**src/hdl/lpp_pkg.sv**
```systemverilog
// ----------------------------------------------------------------------------
// lpp_pkg
// Shared types and constants of the Lagrangian pressure predictor: defaults of
// the number format, register indexes and reset values, the operation codes of
// the saturating adder, and the transaction payloads of both channels.
// ----------------------------------------------------------------------------
package lpp_pkg;

  localparam int DATA_WIDTH_DEF = 32;
  localparam int FRAC_BITS_DEF  = 16;

  localparam int CFG_WIDTH       = 31;
  localparam int CFG_INDEX_WIDTH = 2;

  localparam logic [CFG_INDEX_WIDTH-1:0] REG_TIME_STEP   = 2'd0;
  localparam logic [CFG_INDEX_WIDTH-1:0] REG_CELL_WIDTH  = 2'd1;
  localparam logic [CFG_INDEX_WIDTH-1:0] REG_CELL_HEIGHT = 2'd2;

  localparam logic [CFG_WIDTH-1:0] TIME_STEP_RESET   = 31'd6554;
  localparam logic [CFG_WIDTH-1:0] CELL_WIDTH_RESET  = 31'd65536;
  localparam logic [CFG_WIDTH-1:0] CELL_HEIGHT_RESET = 31'd65536;

  typedef enum logic [1:0] {
    OP_ADD      = 2'd0,
    OP_SUB      = 2'd1,
    OP_NEG_PART = 2'd2
  } add_op_t;

  typedef struct packed {
    logic signed [31:0] vel_x_sw;
    logic signed [31:0] vel_x_se;
    logic signed [31:0] vel_x_nw;
    logic signed [31:0] vel_x_ne;
    logic signed [31:0] vel_y_sw;
    logic signed [31:0] vel_y_se;
    logic signed [31:0] vel_y_nw;
    logic signed [31:0] vel_y_ne;
    logic        [30:0] cell_mass;
    logic signed [31:0] cell_energy;
  } cell_t;

  typedef struct packed {
    logic signed [31:0] pressure;
    logic signed [31:0] predicted_pressure;
    logic signed [31:0] pseudo_pressure;
    logic               saturated;
  } result_t;

endpackage

```
**src/hdl/lpp_add.sv**
```systemverilog
// ----------------------------------------------------------------------------
// lpp_add
// Saturating fixed-point add, subtract or negative part, one register stage.
// Operands carry a saturation mark in their top bit.
// ----------------------------------------------------------------------------
module lpp_add import lpp_pkg::*; #(
  parameter int DATA_WIDTH = DATA_WIDTH_DEF
) (
  input  logic                clk,
  input  logic                en,
  input  add_op_t             op,
  input  logic [DATA_WIDTH:0] a,
  input  logic [DATA_WIDTH:0] b,
  output logic [DATA_WIDTH:0] y
);

  localparam int DW = DATA_WIDTH;
  localparam logic [DW-1:0] MAXV = {1'b0, {(DW-1){1'b1}}};
  localparam logic [DW-1:0] MINV = {1'b1, {(DW-1){1'b0}}};

  logic signed [DW:0] sa;
  logic signed [DW:0] sb;
  logic signed [DW:0] sum;
  logic               ovf;
  logic [DW-1:0]      res;

  assign sa = {a[DW-1], a[DW-1:0]};
  assign sb = {b[DW-1], b[DW-1:0]};

  always_comb begin
    case (op)
      OP_ADD:      sum = sa + sb;
      OP_SUB:      sum = sa - sb;
      OP_NEG_PART: sum = a[DW-1] ? -sa : '0;
      default:     sum = sa + sb;
    endcase
  end

  assign ovf = sum[DW] != sum[DW-1];
  assign res = ovf ? (sum[DW] ? MINV : MAXV) : sum[DW-1:0];

  always_ff @(posedge clk) begin
    if (en) begin
      y <= {a[DW] | b[DW] | ovf, res};
    end
  end

endmodule

```
**config.mk**
```make
export PLATFORM = sky130hd
export DESIGN_NAME = lpp_add
export DESIGN_NICKNAME = d
export VERILOG_FILES = /design/src/hdl/lpp_pkg.sv /design/src/hdl/lpp_add.sv
export SDC_FILE = /design/constraint.sdc
export NUM_CORES = 1
export LEC_CHECK = 0
export ABC_AREA = 1
export BUFFER_PORTS_ARGS = -buffer_cell sky130_fd_sc_hd__clkbuf_2
export CORE_MARGIN = 8
export CORE_UTILIZATION = 58
export DETAILED_ROUTE_END_ITERATION = 16
export PLACE_DENSITY = 0.93
export SETUP_SLACK_MARGIN = 0.4
export SYNTH_ARGS = -nofsm -noshare
export SYNTH_HDL_FRONTEND = slang
export SYNTH_SLANG_ARGS = --single-unit
```
**constraint.sdc**
```tcl
create_clock -name clk -period 4.9 [get_ports clk]
set_clock_uncertainty 0.05 [all_clocks]
set_input_delay 0.98 -clock clk [delete_from_list [all_inputs] [get_ports clk]]
set_output_delay 0.98 -clock clk [all_outputs]
set_load 0.005 [all_outputs]
```
==> results.txt <==
- Total area of multi-input combinational cells: 3971 sq um
- Along the worst hold path, the cell count comes to 3.
- After synthesis the cells add up to 5585 sq um.
- Worst supply voltage drop on vdd: 0.0001398 V
- The first global-routing pass estimated 26780 um of wire.
- Setup total negative slack on the finished layout was measured at 0 ps.
* Max-Slew Margin vs Limit: 49.12%
* Worst path arrival time: 4150 ps
- Final hold violations: 0
- Synth Area in Compound Gates: 11.31%
- Detailed Route Iter0 Violations: 493
- Routed Antenna Nets: 0
- Vias/cell: 5.443
- Final worst path period need: 4166 ps
- TritonCTS buffer count: 5
* Worst Tran Pin Value: 763.2 ps
* Most frequent cells in the layout: nand2_1, inv_1, nor2_1
* Critical path type: in -> reg
* Reg area: 991.0 sq um
- Maximum fanout along the worst path: 32
* Area share of and/or/nand/nor cells after synthesis: 46.21%
- In this run the vertical extent of the chip is 114.1 um.
- Endpoint type of the worst setup path: flop
- Largest family of logic cells by synthesized area: simple AND/OR/NAND/NOR gates
- The floorplan step defined a die boundary enclosing 13030 sq um.
* Io pins: 103
- Counting flops per register, the top entry is y.
* Buffers inserted during post-CTS setup optimization: 0
- Compared with the post-synthesis result, the final layout area differs by 13.53%.
- The first detailed-routing pass took 7 iterations.
- Count of antenna diodes in the layout: 0
* Part of the cycle the worst path needs: 85.03%
- The cell sitting at the root of the clock tree is a clkbuf_8.
- Routability-driven placement finished with a final weighted congestion of 1.000.
- Number of synthesized register bits: 33
* Cell Rows: 36
* Number of buffers on the longest clock path: 2
- After detailed placement, the total cell area comes to 6223 sq um.
- The synthesized netlist devotes 5.018% of its cell area to XOR and XNOR gates.
- From left edge to right edge, the die measures 114.1 um.
- RSZ-0062 raised after global routing: false
- Number of antenna violations at the first check in global routing: 0
- The run finished with clean final reports.
- For this run, the top clock speed supported by timing is 240.0 MHz.
- The synthesized netlist devotes 7.975% of its cell area to adder and majority cells.
- Detailed placement ended at an HPWL of 13930 um.
- Final Cell Area: 6341 sq um
* Share of async-settable or async-resettable flops after synthesis: 0%
- The analysis attributes to cell leakage a power of 3.412 nW.
- After detailed routing, the number of remaining DRC violations is 0.
- The final layout contains 1187 nets.
* CTS resizes: 0
* Overflow left after global routing: 0
* CTS tree: yes
- Detailed routing inserted a total of 6619 vias.
- Setup violations remaining at the end of the flow were counted as 0.
- In this run the worst hold path is classified as in -> reg.
- Worst Path Required: 4880 ps
* Final non-filler cell total: 1216
* Share of layout cells above drive strength 1: 13.57%
- Count of flip-flops with a built-in enable after synthesis: 33
- WL per Instance: 13.47 um
* Synth Net Count: 1088
- The largest registers in the layout are y x33.
- Clock-pin slew was measured on the worst setup and hold paths at 70 ps.
- After detailed routing, the total wire length is 16380 um.
- Total count of max-transition violations in the final report: 0
- Max cap viols: 0
* Via count of the first global-routing pass: 5955
* Pin count of the biggest net entering global routing: 34
- Once placement completed, the tool counted placed cells totaling 1208.
- For this run, the register share of the synthesized area comes to 17.74%.
- For this configuration, the core starts out at a cell density of 58.49%.
* Nature of the critical path startpoint: input port
- Syn Inst Count: 983
* Filler cell count in the final layout: 923
- Area of the core: 9549 sq um
- The netlist uses 40 different library cells.
* CTS Hold Buffers Added: 0
* Synth warnings: 0
- The library cell used most frequently in the layout, excluding fill and tap cells, is nand2_1.
- Flip-flop count of the largest register after layout: 33
- Avg Synthesized Cell Area: 5.682 sq um
- The clock drives 33 sinks.
- In this run the power density over the cells is 217.8 nW/um^2.
- CTS H-tree depth: 2
* Port Buffers: 102
- In the synthesized netlist, mux cells make up 0% of the area.
* Prevailing post-synth register cell: edfxtp_1
- Total routing usage reported by global routing: 24.93%
## worst max-delay path, cell delays in order
cell      delay, ps
clkbuf_2        110
inv_1            60
ha_1            150
nand3_1         130
nor2_2          160
nand2_1         120
nor2_2          130
nand4_1         180
o21ai_2         220
nand2_1          90
xnor2_1         260
ha_1            350
nand2_1          90
nand2_1          60
inv_1            50
nor2_1           30
nor2_1           80
nand2_1          50
a21oi_1         150
nand3_1          90
nand2_1          90
nand2_2          70
nand2_2         140
nand2_8         140
nand2_1         100
nand2_1          50
## path summary, 6_finish.rpt
kind,start,slack (ps),to
setup / recovery,b[0],730,y[3]
hold / removal,a[32],940,y[32]
## stage by stage
step / utilization (%) / hold WS (ps) / total power [mW] / setup WS (ps)
floorplan: - / 1043 / 0.9336 / 982.9
global placement: 65.17 / 1227 / 1.156 / 418.7
detailed placement: 65.17 / 1231 / 1.176 / 251.0
CTS: 66.04 / 940.0 / 1.362 / 546.9
global route: 66.40 / 963.9 / 1.496 / 407.2
finish: 66.40 / 939.2 / 1.381 / 733.6
## power breakdown
part	total, mW	switching, mW	leakage [nW]	internal [mW]
Sequential	0.403	0.0127	0.324	0.390
Combinational	0.791	0.505	3.04	0.286
Clock	0.188	0.0896	0.0450	0.0981
Total	1.38	0.608	3.41	0.774
## per-layer routing
metal	wire length (um)	share of wire [%]	track usage, %	vias to the layer above
met3	1475	9.0	3.006	38
met4	392	2.4	8.518	0
met5	0	0	0	-
li1	-	-	-	3358
met2	7343	45	41.96	302
met1	7171	44	32.18	2921
## cell type report
| class | count | area share (%) |
|---|---|---|
| multi-input cells | 783 | 62.63 |
| well taps | 133 | 2.624 |
| repair buffers | 106 | 8.721 |
| flip-flops and latches | 33 | 15.63 |
| clock buffers | 6 | 1.144 |
| inverters | 153 | 9.096 |
| clock inverters | 2 | 0.1579 |
## cell usage after synthesis, drive strengths merged (9+ instances only)
cell | count | area share, %
edfxtp | 33 | 18
o21bai | 9 | 1.2
ha | 34 | 7.6
a21oi | 47 | 4.3
nand4 | 21 | 2.4
o21ai | 40 | 3.6
nor3 | 22 | 2.2
xnor2 | 13 | 2.0
nand3 | 61 | 5.7
xor2 | 19 | 3.0
inv | 153 | 10
nand2 | 349 | 24
nand3b | 12 | 1.8
nor2 | 125 | 8.7
## cell families after synthesis
logic type / Yosys count
DFF: 33
adders and majority gates: 35
AOI/OAI and AO/OA: 113
and+or+nand+nor: 603
xor gates and xnor gates: 32
buffers and inverters: 167
No activity file was read; power rests on OpenSTA's default activity.
