<file path="src/hdl/lpp_pkg.sv">
// ----------------------------------------------------------------------------
// lpp_pkg
// Shared types and constants of the Lagrangian pressure predictor: defaults of
// the number format, register indexes and reset values, the operation codes of
// the saturating adder, and the transaction payloads of both channels.
// ----------------------------------------------------------------------------
package lpp_pkg;

  localparam int DATA_WIDTH_DEF = 32;
  localparam int FRAC_BITS_DEF  = 16;

  localparam int CFG_WIDTH       = 31;
  localparam int CFG_INDEX_WIDTH = 2;

  localparam logic [CFG_INDEX_WIDTH-1:0] REG_TIME_STEP   = 2'd0;
  localparam logic [CFG_INDEX_WIDTH-1:0] REG_CELL_WIDTH  = 2'd1;
  localparam logic [CFG_INDEX_WIDTH-1:0] REG_CELL_HEIGHT = 2'd2;

  localparam logic [CFG_WIDTH-1:0] TIME_STEP_RESET   = 31'd6554;
  localparam logic [CFG_WIDTH-1:0] CELL_WIDTH_RESET  = 31'd65536;
  localparam logic [CFG_WIDTH-1:0] CELL_HEIGHT_RESET = 31'd65536;

  typedef enum logic [1:0] {
    OP_ADD      = 2'd0,
    OP_SUB      = 2'd1,
    OP_NEG_PART = 2'd2
  } add_op_t;

  typedef struct packed {
    logic signed [31:0] vel_x_sw;
    logic signed [31:0] vel_x_se;
    logic signed [31:0] vel_x_nw;
    logic signed [31:0] vel_x_ne;
    logic signed [31:0] vel_y_sw;
    logic signed [31:0] vel_y_se;
    logic signed [31:0] vel_y_nw;
    logic signed [31:0] vel_y_ne;
    logic        [30:0] cell_mass;
    logic signed [31:0] cell_energy;
  } cell_t;

  typedef struct packed {
    logic signed [31:0] pressure;
    logic signed [31:0] predicted_pressure;
    logic signed [31:0] pseudo_pressure;
    logic               saturated;
  } result_t;

endpackage

</file>
<file path="src/hdl/lpp_mul.sv">
// ----------------------------------------------------------------------------
// lpp_mul
// Saturating fixed-point multiply in three stages: half-width partial
// products, their sum, then the fraction shift and the clamp.
// ----------------------------------------------------------------------------
module lpp_mul import lpp_pkg::*; #(
  parameter int DATA_WIDTH = DATA_WIDTH_DEF,
  parameter int FRAC_BITS  = FRAC_BITS_DEF
) (
  input  logic                clk,
  input  logic                en,
  input  logic [DATA_WIDTH:0] a,
  input  logic [DATA_WIDTH:0] b,
  output logic [DATA_WIDTH:0] y
);

  localparam int DW = DATA_WIDTH;
  localparam int H  = (DW + 1) / 2;
  localparam int LW = DW - H;
  localparam int PW = 2 * DW;

  function automatic logic [DW-1:0] mag(input logic [DW-1:0] v);
    return v[DW-1] ? (~v + 1'b1) : v;
  endfunction

  logic [DW-1:0]      ma;
  logic [DW-1:0]      mb;
  logic [2*H-1:0]     p00;
  logic [H+LW-1:0]    p01;
  logic [H+LW-1:0]    p10;
  logic [2*LW-1:0]    p11;
  logic               neg1;
  logic               sat1;
  logic [PW-1:0]      prod;
  logic               neg2;
  logic               sat2;
  logic [PW-1:0]      shifted;
  logic [PW-1:0]      lim;
  logic               ovf;
  logic [DW-1:0]      mres;

  assign ma = mag(a[DW-1:0]);
  assign mb = mag(b[DW-1:0]);

  always_ff @(posedge clk) begin
    if (en) begin
      p00  <= (2*H)'(ma[H-1:0]) * (2*H)'(mb[H-1:0]);
      p01  <= (H+LW)'(ma[H-1:0]) * (H+LW)'(mb[DW-1:H]);
      p10  <= (H+LW)'(ma[DW-1:H]) * (H+LW)'(mb[H-1:0]);
      p11  <= (2*LW)'(ma[DW-1:H]) * (2*LW)'(mb[DW-1:H]);
      neg1 <= a[DW-1] ^ b[DW-1];
      sat1 <= a[DW] | b[DW];
      prod <= PW'(p00) + (PW'(p01) << H) + (PW'(p10) << H) + (PW'(p11) << (2*H));
      neg2 <= neg1;
      sat2 <= sat1;
    end
  end

  assign shifted = prod >> FRAC_BITS;
  assign lim     = neg2 ? PW'({1'b1, {(DW-1){1'b0}}}) : PW'({1'b0, {(DW-1){1'b1}}});
  assign ovf     = shifted > lim;
  assign mres    = ovf ? lim[DW-1:0] : shifted[DW-1:0];

  always_ff @(posedge clk) begin
    if (en) begin
      y <= {sat2 | ovf, neg2 ? (~mres + 1'b1) : mres};
    end
  end

endmodule

</file>
<file path="config.mk">
export PLATFORM = sky130hd
export DESIGN_NAME = lpp_mul
export DESIGN_NICKNAME = d
export VERILOG_FILES = /design/src/hdl/lpp_pkg.sv /design/src/hdl/lpp_mul.sv
export SDC_FILE = /design/constraint.sdc
export NUM_CORES = 2
export LEC_CHECK = 0
export ABC_AREA = 0
export BUFFER_PORTS_ARGS = -buffer_cell sky130_fd_sc_hd__buf_2
export CORE_AREA = 8 8 243 304
export CTS_BUF_LIST = sky130_fd_sc_hd__clkbuf_4
export DETAILED_ROUTE_END_ITERATION = 10
export DIE_AREA = 0 0 251 312
export PLACE_DENSITY_LB_ADDON = 0.3
export SLEW_MARGIN = 20
export SYNTH_ARGS = -nofsm -noshare
export SYNTH_HDL_FRONTEND = slang
export SYNTH_SLANG_ARGS = --single-unit
</file>
<file path="constraint.sdc">
create_clock -name clk -period 25.5 [get_ports clk]
set_input_delay 3.825 -clock clk [delete_from_list [all_inputs] [get_ports clk]]
set_output_delay 3.825 -clock clk [all_outputs]
set_load 0.1 [all_outputs]
</file>
==> metrics.csv <==
stage,metric,value,unit
global_route,grt_pass1_wl,199000,um
sta,tightest_slew,1.17,ns
sta,max_freq,76.7,MHz
sta,hold_viol_final,0,
flow_run,maxCapViolCount,0,
worst_setup_path,critPathKind,primary input to flip-flop,
clock_network,clk_latency,0.66,ns
clock_network,cts-resized-gates,0,
worst_setup_path,startpoint,a[3],
sta,min_period_over_period,0.511,
worst_setup_path,cp-end-kind,flip-flop,
synthesis,ys_seq_elements,197,
route,drc,0,
worst_setup_path,cp_max_fo,10,
clock_network,cts_hold_buf,0,
sta,tns,0,ns
floorplan,die_h,312,um
placed_design,globalplace.congestion,0.967,
clock_network,clkTransAtPathRegs,0.19,ns
floorplan,core,68900,um^2
clock_network,cts_buffer_depth,2,
floorplan,dieArea,78300,um^2
route,wl_per_cell,21.9,um
min_path,holdCritPathClass,flip-flop to flip-flop,
floorplan,boundaryPins,101,
synthesis,ys_seq_area_frac,0.133,
sta,slew_headroom,0.219,
synthesis,yosysWarnings,0,
worst_setup_path,cp_slowest_stage_delay,0.81,ns
synthesis,avgSynthCellArea,9.04,um^2
placed_design,port-buffer-count,100,
clock_network,cts_sinks,197,
cells_and_area,syn_to_final_growth,5.69,%
clock_network,post_cts_buffers,0,
synthesis,syn_inst,4903,
cells_and_area,finalNonFillerCells,5838,
placed_design,post-dp-hpwl,102000,um
floorplan,start_util,0.643,
route,drt-total-wl,128000,um
sta,rsz0062_at_grt,false,
min_path,min_from,sat1$_DFFE_PP_,
cells_and_area,layout_common_cells,"inv_1 (953), fa_1 (808), nand2_1 (641)",
sta,period_minus_slack,13.04,ns
synthesis,yosysUniqueCellTypes,75,
sta,skew,0.0417,ns
route,first_iter_violations,3114,
synthesis,synthArstFlopShare,0,
clock_network,cts.htree.levels,4,
global_route,antenna_found_initial,6,
sta,slew_viol_final,0,
synthesis,synth_edf_count,197,
worst_setup_path,start_kind,primary input,
route,via_count,35017,
worst_setup_path,crit_top_cell,fa_1,
global_route,track_usage,0.330,
global_route,grt_pass1_vias,36403,
floorplan,die_w,251,um
cells_and_area,drive_gt1_frac,0.0652,
clock_network,cts_tree,built,
cells_and_area,layout.nets,6297,
synthesis,syn_nets,6259,
worst_setup_path,cpMaxStageDelayCell,xor2_1,
floorplan,std_cell_rows,108,
worst_setup_path,r2r_start,neg2$_DFFE_PP_,
cells_and_area,final_common_cell,inv_1,
status,status,"complete, no violations",
cells_and_area,final_util,0.680,
placed_design,place_inst,5802,
route,via_per_inst,6.00,
route,antenna_left,0,
synthesis,synthFlopType,edfxtp_1,
worst_setup_path,required,25.92,ns
sta,setup-violations-final,0,
worst_setup_path,critPathArrivalTime,13.46,ns
clock_network,root_buffer,clkbuf_4,
global_route,overflow,0,
global_route,grt_start_max_net_pins,114,
synthesis,syn_area,44300,um^2
route,first_pass_iters,5,
clock_network,cts_buffers,17,
==> layer usage <==
metal / global-route usage / wire, um / part of all wire
met5: 0 / 27 / 0.00021
met4: 0.216 / 10000 / 0.078
met3: 0.0889 / 14800 / 0.12
met2: 0.520 / 57300 / 0.45
met1: 0.397 / 45900 / 0.36
==> final timing paths <==
path                       end  slack (ns)  depth (start not counted)
min reg2reg     sat2$_DFFE_PP_        0.44                          0
min             sat2$_DFFE_PP_        0.44                          0
max reg2reg    y[24]$_DFFE_PP_       20.47                         17
max          p10[30]$_DFFE_PP_       12.46                         30
==> kinds of logic after synthesis <==
logic type | share of synthesized area
AND/OR/NAND/NOR | 0.143
multiplexers | 0.00138
AO/OA/AOI/OAI | 0.0786
adder cells (fa/ha/maj) | 0.500
buffers and inverters | 0.0971
flip-flops | 0.133
XOR/XNOR | 0.0468
==> sequential cells by signal (all words and copies together), names as in the netlist <==
name  count
p10      32
neg1      1
p00      16
sat1      1
p11      32
prod     48
y        33
p01      32
neg2      1
sat2      1
==> area by class of cell <==
| cell class | instances | area, um^2 |
|---|---|---|
| clock inverter | 14 | 139 |
| tap | 880 | 1100 |
| inverter | 953 | 3580 |
| multi-input combinational | 3561 | 34600 |
| timing repair buffer | 211 | 1340 |
| clock buffer | 18 | 135 |
| antenna | 4 | 10.0 |
| fill | 5395 | 22100 |
| sequential | 197 | 5920 |
==> critical path, delay by kind of cell <==
kind,cells,cell delay (ns)
adder cells (fa/ha/maj),7,3.42
AND/OR/NAND/NOR,9,3.28
buffers and inverters,6,0.47
AO/OA/AOI/OAI,7,1.66
XOR/XNOR,1,0.81
==> cell usage after synthesis, types with 11 or more instances <==
library cell	count	area, um^2
ha_1	480	6010
nor2_1	585	2200
xnor2_1	148	1300
nand2_1	641	2410
xor2_1	87	762
o21a_1	23	173
a21o_1	78	586
and3_1	18	113
or4_1	12	90.1
inv_1	953	3580
nor3_1	39	195
edfxtp_1	197	5920
nor2b_1	20	125
o311ai_0	14	123
nor3b_1	14	105
o21bai_1	17	128
o31ai_1	19	143
nand4_1	17	106
nand3_1	36	180
or2_2	12	75.1
a21oi_1	133	666
o21ai_0	118	591
a31oi_1	22	138
a211oi_1	11	82.6
nand2b_1	42	263
clkbuf_1	184	691
or3_1	18	113
fa_1	808	16200
nor4_1	15	93.8
==> stage by stage <==
stage,hold WS (ns),cell area (um^2),setup WS [ns]
2_1_floorplan,0.400,44300,13.23
3_3_place_gp,0.402,46600,12.10
3_5_place_dp,0.406,46600,11.97
4_1_cts,0.439,46800,12.71
5_1_grt,0.449,46900,12.11
6_report,0.436,46900,12.46
Power is not shown: default switching activity piles up to over one toggle a cycle in this logic, so the estimate is an artifact.
