===== config.mk =====
export PLATFORM = sky130hd
export DESIGN_NAME = lpp_sqrt
export DESIGN_NICKNAME = d
export VERILOG_FILES = /design/src/hdl/lpp_pkg.sv /design/src/hdl/lpp_sqrt.sv
export SDC_FILE = /design/constraint.sdc
export NUM_CORES = 2
export LEC_CHECK = 0
export BUFFER_PORTS_ARGS = -buffer_cell sky130_fd_sc_hd__buf_4
export CAP_MARGIN = 20
export CORE_MARGIN = 2
export CORE_UTILIZATION = 36
export CTS_CLUSTER_DIAMETER = 150
export CTS_CLUSTER_SIZE = 25
export DETAILED_ROUTE_END_ITERATION = 6
export RECOVER_POWER = 50
export SETUP_SLACK_MARGIN = 0.05
export SLEW_MARGIN = 20
export SYNTH_ARGS = -nofsm -noshare
export SYNTH_HDL_FRONTEND = slang
export SYNTH_SLANG_ARGS = --single-unit

===== constraint.sdc =====
create_clock -name clk -period 8.7 [get_ports clk]
set_clock_uncertainty 0.05 [all_clocks]
set_input_delay 1.305 -clock clk [delete_from_list [all_inputs] [get_ports clk]]
set_output_delay 1.305 -clock clk [all_outputs]
set_load 0.01 [all_outputs]

===== src/hdl/lpp_pkg.sv =====
// ----------------------------------------------------------------------------
// lpp_pkg
// Shared types and constants of the Lagrangian pressure predictor: defaults of
// the number format, register indexes and reset values, the operation codes of
// the saturating adder, and the transaction payloads of both channels.
// ----------------------------------------------------------------------------
package lpp_pkg;

  localparam int DATA_WIDTH_DEF = 32;
  localparam int FRAC_BITS_DEF  = 16;

  localparam int CFG_WIDTH       = 31;
  localparam int CFG_INDEX_WIDTH = 2;

  localparam logic [CFG_INDEX_WIDTH-1:0] REG_TIME_STEP   = 2'd0;
  localparam logic [CFG_INDEX_WIDTH-1:0] REG_CELL_WIDTH  = 2'd1;
  localparam logic [CFG_INDEX_WIDTH-1:0] REG_CELL_HEIGHT = 2'd2;

  localparam logic [CFG_WIDTH-1:0] TIME_STEP_RESET   = 31'd6554;
  localparam logic [CFG_WIDTH-1:0] CELL_WIDTH_RESET  = 31'd65536;
  localparam logic [CFG_WIDTH-1:0] CELL_HEIGHT_RESET = 31'd65536;

  typedef enum logic [1:0] {
    OP_ADD      = 2'd0,
    OP_SUB      = 2'd1,
    OP_NEG_PART = 2'd2
  } add_op_t;

  typedef struct packed {
    logic signed [31:0] vel_x_sw;
    logic signed [31:0] vel_x_se;
    logic signed [31:0] vel_x_nw;
    logic signed [31:0] vel_x_ne;
    logic signed [31:0] vel_y_sw;
    logic signed [31:0] vel_y_se;
    logic signed [31:0] vel_y_nw;
    logic signed [31:0] vel_y_ne;
    logic        [30:0] cell_mass;
    logic signed [31:0] cell_energy;
  } cell_t;

  typedef struct packed {
    logic signed [31:0] pressure;
    logic signed [31:0] predicted_pressure;
    logic signed [31:0] pseudo_pressure;
    logic               saturated;
  } result_t;

endpackage


===== src/hdl/lpp_sqrt.sv =====
// ----------------------------------------------------------------------------
// lpp_sqrt
// Fixed-point square root: a setup stage, one root bit per stage, and a
// clamp stage. A negative radicand gives zero and marks saturation.
// ----------------------------------------------------------------------------
module lpp_sqrt import lpp_pkg::*; #(
  parameter int DATA_WIDTH = DATA_WIDTH_DEF,
  parameter int FRAC_BITS  = FRAC_BITS_DEF
) (
  input  logic                clk,
  input  logic                en,
  input  logic [DATA_WIDTH:0] a,
  output logic [DATA_WIDTH:0] y
);

  localparam int DW = DATA_WIDTH;
  localparam int NW = DW - 1 + FRAC_BITS;
  localparam int SW = (NW + 1) / 2;
  localparam int RW = 2 * SW + 2;
  localparam int CW = (SW > DW) ? SW : DW;
  localparam logic [CW-1:0] LIM = CW'({(DW-1){1'b1}});

  logic [RW-1:0] rem   [SW+1];
  logic [SW-1:0] root  [SW+1];
  logic          neg   [SW+1];
  logic          sat   [SW+1];

  logic [RW-1:0] trial [SW];
  logic          ge    [SW];

  logic          rovf;

  always_comb begin
    for (int k = 0; k < SW; k++) begin
      trial[k] = (RW'(root[k]) << (SW - k)) + (RW'(1) << (2 * (SW - 1 - k)));
      ge[k]    = trial[k] <= rem[k];
    end
  end

  always_ff @(posedge clk) begin
    if (en) begin
      rem[0]  <= RW'(a[DW-2:0]) << FRAC_BITS;
      root[0] <= '0;
      neg[0]  <= a[DW-1];
      sat[0]  <= a[DW];
      for (int k = 0; k < SW; k++) begin
        rem[k+1]  <= ge[k] ? (rem[k] - trial[k]) : rem[k];
        root[k+1] <= ge[k] ? (root[k] | (SW'(1) << (SW - 1 - k))) : root[k];
        neg[k+1]  <= neg[k];
        sat[k+1]  <= sat[k];
      end
    end
  end

  assign rovf = CW'(root[SW]) > LIM;

  always_ff @(posedge clk) begin
    if (en) begin
      if (neg[SW]) begin
        y <= {1'b1, {DW{1'b0}}};
      end else if (rovf) begin
        y <= {1'b1, DW'(LIM)};
      end else begin
        y <= {sat[SW], DW'(root[SW])};
      end
    end
  end

endmodule


==> summary.txt <==
Outcome
  – Status: complete, but fails checks
  – Violated checks: capacitance limit, slew limit

Job
  – Max Cap Viol: 7

Synth
  – Syn Inst Count: 5029
  – Top cells by count, synth: edfxtp_1 (1235), inv_1 (385), nand2_1 (378), nor2_1 (306), ha_1 (305)
  – Yosys reg bits: roughly 1200
  – Top FF cell, synth: edfxtp_1
  – Top post-synthesis cells by area: edfxtp_1 (61%), ha_1 (6.2%), xor2_1 (3.8%)
  – Post-synthesis sequential area ratio: between 60% and 70%
  – Post-synth EDFFs: approximately 1200
  – Area leader, netlist: edfxtp_1
  – Synthesis Warnings: 0
  – Syn avg cell area: 12.18 µm²
  – Cell variety after synth: 94
  – Async SR Flop Fraction: 0%
  – Count leader, synth: edfxtp_1
  – Post-Synthesis Cell Area: 0.06127 mm²
  – Top cell type's share of synthesized area: between 60 and 70%

Routing
  – WL final: ~130000 µm
  – DR iter-0 viols: ~2600
  – Drt drc: 0
  – TritonRoute pass-1 iters: 6
  – Mean number of vias per cell: 5.184
  – Post-DR wirelength/cell: around 18 µm
  – Vias: 37815
  – Final ANT Viol Nets: 0

Worst setup path
  – Slowest cell delay on critical path: ~2.7 ns
  – Critical Path Start Type: input port
  – Crit Path Max Fanout: 161
  – Critical path arrival: approximately 5.5 ns
  – Worst r2r path cells: 10
  – CP Class: in -> reg
  – Critical path data required time: approximately 9.0 ns
  – R2R Path Start: root[19][6]
  – Worst Path Buf+Inv: 3
  – Worst r2r dst: rem[2][231]
  – CP max-delay cell: clkbuf_2
  – CP Cell Sequence: buf_8, clkbuf_2, buf_4
  – Top cell family by delay on the critical path: buffers and inverters
  – Crit path capture type: flop
  – FF-to-FF setup slack: about 4.6 ns

CTS
  – Depth of the CTS H-tree: 2
  – Post-CTS Setup Bufs: 0
  – Sink Count: about 1200
  – PostCTS Resize Cnt: 0
  – CTS buffer count: between 50 and 60
  – Post-CTS Hold Buffers: 0
  – Clock transition at path regs: 0.10 ns
  – Worst-skew pair later-pin latency: roughly 0.75 ns
  – Clk root buf: clkbuf_16
  – Max Root-Sink Buffers: 3
  – CTS tree: yes

Timing
  – Tmin final: 5.279 ns
  – Slew @ Worst Pin: approximately 3.9 ns
  – Unrepaired setup endpoints after global routing: false
  – Slew headroom: -163.1%
  – Final Setup Violations: 0
  – Fmax: 0.1894 GHz
  – Period utilization: 60.68%
  – WHS: roughly 0.32 ns
  – Final Hold Fails: 0
  – Final setup TNS: 0 ns
  – Slew Viols, Final: roughly 800

Die
  – Die Ht: 416.5 µm
  – Die width: about 420 µm
  – Starting Density: a little over a third
  – Cell Rows: about 150
  – Io pins: a little under 70
  – Core area: roughly 0.17 mm²
  – Full die area: around 0.17 mm²

Power and ir drop
  – Pleak: ~24 nW
  – P per Cell Area: 210.1 mW/mm²
  – VDD IR max: about 0.0002 V

Worst hold path
  – Worst Hold Depth: 0
  – Hold Crit Class: reg -> reg
  – Hold Crit Start: neg[1][1]
  – Worst hold endpoint: neg[1][2]

Placed design
  – Port bufs: 59
  – Detailed placement HPWL: 99750 µm
  – Gpl congestion: between 0.9 and 1

GRT
  – Vias in the first global route: ~37000
  – Total GRT Usage: between 10% and 20%
  – First-pass GRT wire length: around 210000 µm
  – Largest net degree at the start of global routing: approximately 200
  – Initial antenna violation count: 1
  – GRT Residual Overflow: 0

Finish
  – Final core utilization: about two fifths
  – Nets: about 5400
  – Share of layout cells above drive strength 1: roughly 4.3%
  – Synth-to-layout area growth: 7.358%
[metrics by stage]
step | cell area (µm²) | setup slack [ns] | instances | total power (W)
after floorplan | 61300 | 5.445 | 5038 | 0.009989
after global placement | 64360 | 4.595 | 7233 | 0.01096
after detailed placement | 64370 | 4.599 | 7234 | 0.01099
after global routing | 65770 | 2.912 | 7294 | 0.01456
final | 65770 | 3.421 | 7295 | 0.01382
after CTS | 65850 | 4.550 | 7294 | 0.01395
[sequential cells by signal, summed over array words and instances, names as in the netlist]
| name | flops |
|---|---|
| sat | 25 |
| rem | 860 |
| y | 25 |
| root | 300 |
| neg | 25 |
[power by group]
part           internal [W]  switching (W)  total, W
sequential          0.00745       0.000586   0.00804
clock               0.00115        0.00179   0.00294
combinational       0.00117        0.00167   0.00284
total               0.00978        0.00404    0.0138
[placed cells by master, fill, tap and decap left out, types with 11 or more instances in the layout]
| master | n |
|---|---|
| a211oi_1 | 39 |
| a21o_1 | 105 |
| a21oi_1 | 281 |
| a31oi_1 | 20 |
| and2_1 | 18 |
| and3_1 | 20 |
| buf_4 | 43 |
| clkbuf_16 | 55 |
| clkbuf_4 | 31 |
| edfxtp_1 | 1235 |
| ha_1 | 305 |
| inv_1 | 385 |
| mux2_2 | 23 |
| nand2_1 | 378 |
| nand2b_1 | 49 |
| nand3_1 | 83 |
| nand3b_1 | 12 |
| nand4_1 | 56 |
| nand4b_1 | 11 |
| nor2_1 | 304 |
| nor2b_1 | 69 |
| nor3_1 | 164 |
| nor4_1 | 119 |
| nor4b_1 | 21 |
| o211ai_1 | 21 |
| o21a_1 | 56 |
| o21ai_0 | 279 |
| o21bai_1 | 29 |
| o31a_1 | 13 |
| o31ai_1 | 42 |
| or2_2 | 20 |
| or3_1 | 66 |
| or4_1 | 45 |
| xnor2_1 | 211 |
| xor2_1 | 268 |
[metal layers]
| metal | global-route usage (%) | part of all wire [%] | vias up |
|---|---|---|---|
| li1 | - | - | 18613 |
| met1 | 17.34 | 40 | 18361 |
| met2 | 28.43 | 53 | 658 |
| met3 | 1.398 | 2.7 | 183 |
| met4 | 5.576 | 3.9 | 0 |
| met5 | 0 | 0 | - |
[how the worst max path moves through the flow]
stage	from	to	slack (ns)	cells after the start
2_1_floorplan	rem[2][208]	rem[2][298]	5.44	10
3_3_place_gp	root[17][7]	rem[2][138]	4.60	14
3_5_place_dp	root[17][7]	rem[2][138]	4.60	14
4_1_cts	root[17][7]	rem[2][136]	4.55	14
5_1_grt	en	root[24][18]	2.91	3
6_report	en	y[14]	3.42	3
[area by class of cell]
class | count | area [µm²]
Clock inverter | 5 | 100.1
Tap cell | 2218 | 2775
Fill cell | 16086 | 103500
Antenna cell | 1 | 2.502
Multi-Input combinational cell | 3305 | 22330
Timing Repair Buffer | 86 | 644.4
Clock buffer | 55 | 1376
Inverter | 390 | 1464
Sequential cell | 1235 | 37090
[kinds of logic after synthesis]
| family | share of synthesized area, % |
|---|---|
| XOR/XNOR | 6.848 |
| adder cells (fa/ha/maj) | 6.458 |
| AO/OA/AOI/OAI | 10.20 |
| buffers and inverters | 3.151 |
| other | 0.006121 |
| flip-flops | 60.53 |
| AND/OR/NAND/NOR | 12.22 |
| multiplexers | 0.5882 |
No activity file was read; power rests on OpenSTA's default activity.
